$ cat src/sv/bbq_pkg.sv
// ----------------------------------------------------------------------------
// bbq_pkg - shared types and constants
// Register indexes, fixed widths and the control bundle of the biquad unit.
// ----------------------------------------------------------------------------
package bbq_pkg;

  // width of the warm-up count register
  localparam int FILL_W = 8;
  // width of the register index on the config port
  localparam int CFG_IDX_W = 2;
  // warm-up count after reset
  localparam logic [FILL_W-1:0] FILL_RESET = 8'd3;

  // configuration register indexes
  typedef enum logic [CFG_IDX_W-1:0] {
    REG_COEF_B0    = 2'd0,
    REG_COEF_A1    = 2'd1,
    REG_COEF_A2    = 2'd2,
    REG_FILL_COUNT = 2'd3
  } cfg_reg_t;

  // pipeline control from the sequencer to the datapath
  typedef struct packed {
    logic load;  // input beat taken into the input register
    logic step;  // input register moves to the result register
    logic warm;  // item in the input register passes through unfiltered
  } bbq_ctrl_t;

endpackage

$ cat src/sv/bbq_ctrl.sv
// ----------------------------------------------------------------------------
// bbq_ctrl - handshake and warm-up sequencing
// Valid tracking for the input and result registers, and the warm-up count.
// ----------------------------------------------------------------------------
module bbq_ctrl (
  input  logic                        clk,
  input  logic                        rst,
  input  logic                        s_tvalid,
  output logic                        s_tready,
  output logic                        m_tvalid,
  input  logic                        m_tready,
  input  logic [bbq_pkg::FILL_W-1:0]  fill_count,
  output bbq_pkg::bbq_ctrl_t          ctrl
);
  import bbq_pkg::*;

  logic              in_valid, in_valid_next;
  logic              out_valid, out_valid_next;
  logic [FILL_W-1:0] items_seen, items_seen_next;

  // item moves on when the result register is empty or being drained
  always_comb begin
    ctrl.step = in_valid && (!out_valid || m_tready);
    ctrl.warm = items_seen < fill_count;
    s_tready  = !in_valid || ctrl.step;
    ctrl.load = s_tvalid && s_tready;
    m_tvalid  = out_valid;
  end

  // next-state values
  always_comb begin
    priority if (ctrl.load) begin
      in_valid_next = 1'b1;
    end else if (ctrl.step) begin
      in_valid_next = 1'b0;
    end else begin
      in_valid_next = in_valid;
    end
    priority if (ctrl.step) begin
      out_valid_next = 1'b1;
    end else if (m_tready) begin
      out_valid_next = 1'b0;
    end else begin
      out_valid_next = out_valid;
    end
    // count stops once warm-up is over, so it never wraps
    items_seen_next = (ctrl.step && ctrl.warm) ? items_seen + 1'b1 : items_seen;
  end

  always_ff @(posedge clk) begin
    if (rst) begin
      in_valid   <= 1'b0;
      out_valid  <= 1'b0;
      items_seen <= '0;
    end else begin
      in_valid   <= in_valid_next;
      out_valid  <= out_valid_next;
      items_seen <= items_seen_next;
    end
  end

endmodule

$ cat config.mk
export PLATFORM = sky130hd
export DESIGN_NAME = bbq_ctrl
export DESIGN_NICKNAME = d
export VERILOG_FILES = /design/src/sv/bbq_pkg.sv /design/src/sv/bbq_ctrl.sv
export SDC_FILE = /design/constraint.sdc
export NUM_CORES = 1
export LEC_CHECK = 0
export BUFFER_PORTS_ARGS = -buffer_cell sky130_fd_sc_hd__buf_2
export CAP_MARGIN = 15
export CORE_AREA = 10 10 47 49
export CTS_CLUSTER_DIAMETER = 80
export DETAILED_ROUTE_END_ITERATION = 7
export DIE_AREA = 0 0 57 59
export GPL_TIMING_DRIVEN = 0
export PLACE_DENSITY_LB_ADDON = 0.25
export RECOVER_POWER = 25
export SLEW_MARGIN = 20
export SYNTH_ARGS = -nofsm -noshare
export SYNTH_HDL_FRONTEND = slang
export SYNTH_SLANG_ARGS = --single-unit
$ cat constraint.sdc
create_clock -name clk -period 4.5 [get_ports clk]
set_input_delay 0.225 -clock clk [delete_from_list [all_inputs] [get_ports clk]]
set_output_delay 0.225 -clock clk [all_outputs]
set_load 0.05 [all_outputs]
==> results.toml <==
[clock_tree]
post_cts_buffers = 0
cts.hold.buffers_added = 0
numCtsBuffers = 3
cts.reportedPaths.clkPinSlew_ns = 0.06
clock_latency_ns = 0.26
tritoncts_clock_tree = "built"
cts_max_path_buffers = 2
num_clock_sinks = 10
cts-root-buf = "sky130_fd_sc_hd__clkbuf_4"
post_cts.resized_instances = 0
h-tree-depth = 1

[placed_design]
dp_hpwl_mm = 1.12
gp_routability_congestion = 0.714
placement.cell_area_um2 = 773
io_buffers = 16

[min_path]
whs_endpoint = "in_valid"
holdCritStartpoint = "s_tvalid"
timing.hold.worst.class = "input port to flip-flop"
worstHoldPathCells = 3

[synth]
syn_nets = 99
instance_count_of_the_mapped_netlist = 79
synth_area_um2 = 673
syn_area_per_cell_um2 = 8.52
synth_top_cells_by_area = "sky130_fd_sc_hd__dfxtp_1 (30%), sky130_fd_sc_hd__ha_1 (15%), sky130_fd_sc_hd__a21oi_1 (5.2%), sky130_fd_sc_hd__inv_1 (4.5%), sky130_fd_sc_hd__nand4_1 (3.7%)"
yosys_warn_count = 0
yosysTopAreaCellShare = 0.297
yosys.area.top_type = "sky130_fd_sc_hd__dfxtp_1"
post_synthesis_sequential_area_ratio = 0.297
synth.lib_cells_used.distinct = 27
synth.ff_latch_count = 10

[pwr]
switchingPower_mw = 0.0487
power.density_mw_per_mm2 = 230
power.share.clock = 0.330
power.combinational.fraction = 0.159
leak_nw = 0.375
power_frac_seq = 0.512
power.switching_fraction = 0.267
power.total_mw = 0.183
irDropWorstVdd_mv = 0.164
power.internal_mw = 0.134

[cells_and_area]
final_layout_size_suffix_gt1_frac = 0.265
nets = 120
diodes = 0
layout.cells.most_common_list = "sky130_fd_sc_hd__buf_2 (15), sky130_fd_sc_hd__dfxtp_1 (10), sky130_fd_sc_hd__inv_1 (8), sky130_fd_sc_hd__ha_1 (8), sky130_fd_sc_hd__a21oi_1 (7)"
flow.area_growth_from_synthesis_pct = 18.0
finalInstanceArea_um2 = 795
final_common_cell = "sky130_fd_sc_hd__buf_2"
final_core_utilization = 0.567

[route]
dr.pass1.iters = 2
finalWirelength_mm = 1.36
route.detailed.drc = 0
detail-route-antenna-nets = 0
post_drt_wl_per_cell_um = 11.9
routed_via_density = 5.25
initialDrtViolationCount = 4
vias = 598

[floorplanning]
std_cell_rows = 14
initial_core_util = 0.480
design.portCount = 17
fp.dieArea_mm2 = 0.00336
floorplan.die.height_um = 59
chipWidth_um = 57
core_area_mm2 = 0.00140

[critical_path]
slowest_delay_ns = 0.43
setup.worst_path.start_class = "flip-flop"
worst_r2r_startpoint = "items_seen[2]"
worstReg2RegEnd = "items_seen[0]"
critPathKind = "flip-flop to output port"
cp_slowest_cell = "sky130_fd_sc_hd__dfxtp_1"
crit_fanout = 10
reg2reg_depth = 6
crit_chain = "ha_1 -> a211o_1 -> a31oi_1 -> o31ai_2 -> buf_6 -> inv_1 -> buf_2"
worst-endpoint-required_ns = 4.28
timing.reg2reg.setup_slack_ns = 2.33
crit_arrival_ns = 2.04
setup.worst_path.end_class = "output port"

[sta]
period_needed_ns = 2.27
fmax_ghz = 0.441
fin_crit_sh = 0.504
clock_skew_ns = 0.00497
slew_viol_final = 0
report.final.hold_viol_count = 0
worst_slew_pin_slew_ns = 0.596
max-slew-margin-rel = 0.604
timing.setup.tns_ns = 0
grt_setup_unrepaired = "no"
setup_viol = 0

[grt]
grt_remaining_overflow = 0
globalRouteTotalUtil = 0.0838
antenna_found_initial = 0
grt_max_degree = 11
grt_first_pass_wirelength_mm = 2.30
first_global_vias = 582

[run_status]
outcome = "finished clean"

[run]
cap_violations = 0
## routing by layer
metal  wire, um  track usage  part of all wire  vias to the layer above
li1           -            -                 -                      324
met1        663       0.0891              0.49                      259
met2        606        0.143              0.45                       13
met3         66       0.0322             0.049                        2
met4         24       0.0403             0.018                        0
met5          0            0                 0                        -
## per-stage QoR
| step | hold WS (ns) | setup WS (ns) | cells |
|---|---|---|---|
| 2_1_floorplan | 0.342 | 2.50 | 79 |
| 3_3_place_gp | 0.447 | 2.35 | 111 |
| 3_5_place_dp | 0.455 | 2.32 | 111 |
| 4_1_cts | 0.178 | 2.21 | 114 |
| 5_1_grt | 0.235 | 2.13 | 114 |
| 6_report | 0.186 | 2.23 | 114 |
## sequential cells by signal, summed over array words and instances (netlist names)
signal and flops:
in_valid 1, items_seen 8, m_tvalid 1
## Yosys cell counts, drive strengths merged
library cell	number
mux2	1
o21ai	3
dfxtp	10
a211o	2
ha	8
a21oi	8
a31oi	1
inv	8
nand2b	3
nor2	5
o21a	1
buf	3
and2	1
nor3b	1
or4	3
mux2i	1
or3	3
nor2b	3
o31ai	4
nand4	5
clkbuf	1
nand2	4
## power by group through the flow
stage                     combinational [mW]  sequential [mW]  clock (mW)
final                                 0.0290           0.0936      0.0602
after global routing                  0.0325           0.0939      0.0675
after CTS                             0.0296           0.0935      0.0634
after detailed placement              0.0295           0.0955           0
after global placement                0.0288           0.0954           0
after floorplan                       0.0191           0.0964           0
## cell families after synthesis
kind of cell    count (synthesis)  synth area share
compound gates                 19             0.186
mux                             2            0.0316
fa+ha+maj                       8             0.149
flops                          10             0.297
simple gates                   28             0.247
buf+inv                        12            0.0892
## worst max-delay path by stage
stage             startpoint       endpoint  slack, ns  depth (start not counted)
2_1_floorplan       m_tvalid        ctrl[2]       2.50                          4
3_3_place_gp   items_seen[2]  items_seen[0]       2.35                          6
3_5_place_dp   items_seen[2]  items_seen[0]       2.32                          6
4_1_cts        items_seen[2]        ctrl[0]       2.21                          7
5_1_grt        items_seen[2]        ctrl[0]       2.13                          7
6_report       items_seen[2]        ctrl[0]       2.23                          7
## worst max-delay path: cells and delay by family (launching register included)
kind	cells	cell delay [ns]
adders and majority gates	1	0.28
buffers and inverters	3	0.45
DFF	1	0.43
AOI/OAI and AO/OA	3	0.62
## area by class of cell
class                           instances  area [um^2]
Timing Repair Buffer                   16         78.8
Fill cell                             147          607
Multi-Input combinational cell         57          413
Inverter                                8         30.0
Sequential cell                        10          200
Tap cell                               16         20.0
Buffer                                  4         30.0
Clock buffer                            3         22.5
No activity file was read; power rests on OpenSTA's default activity.
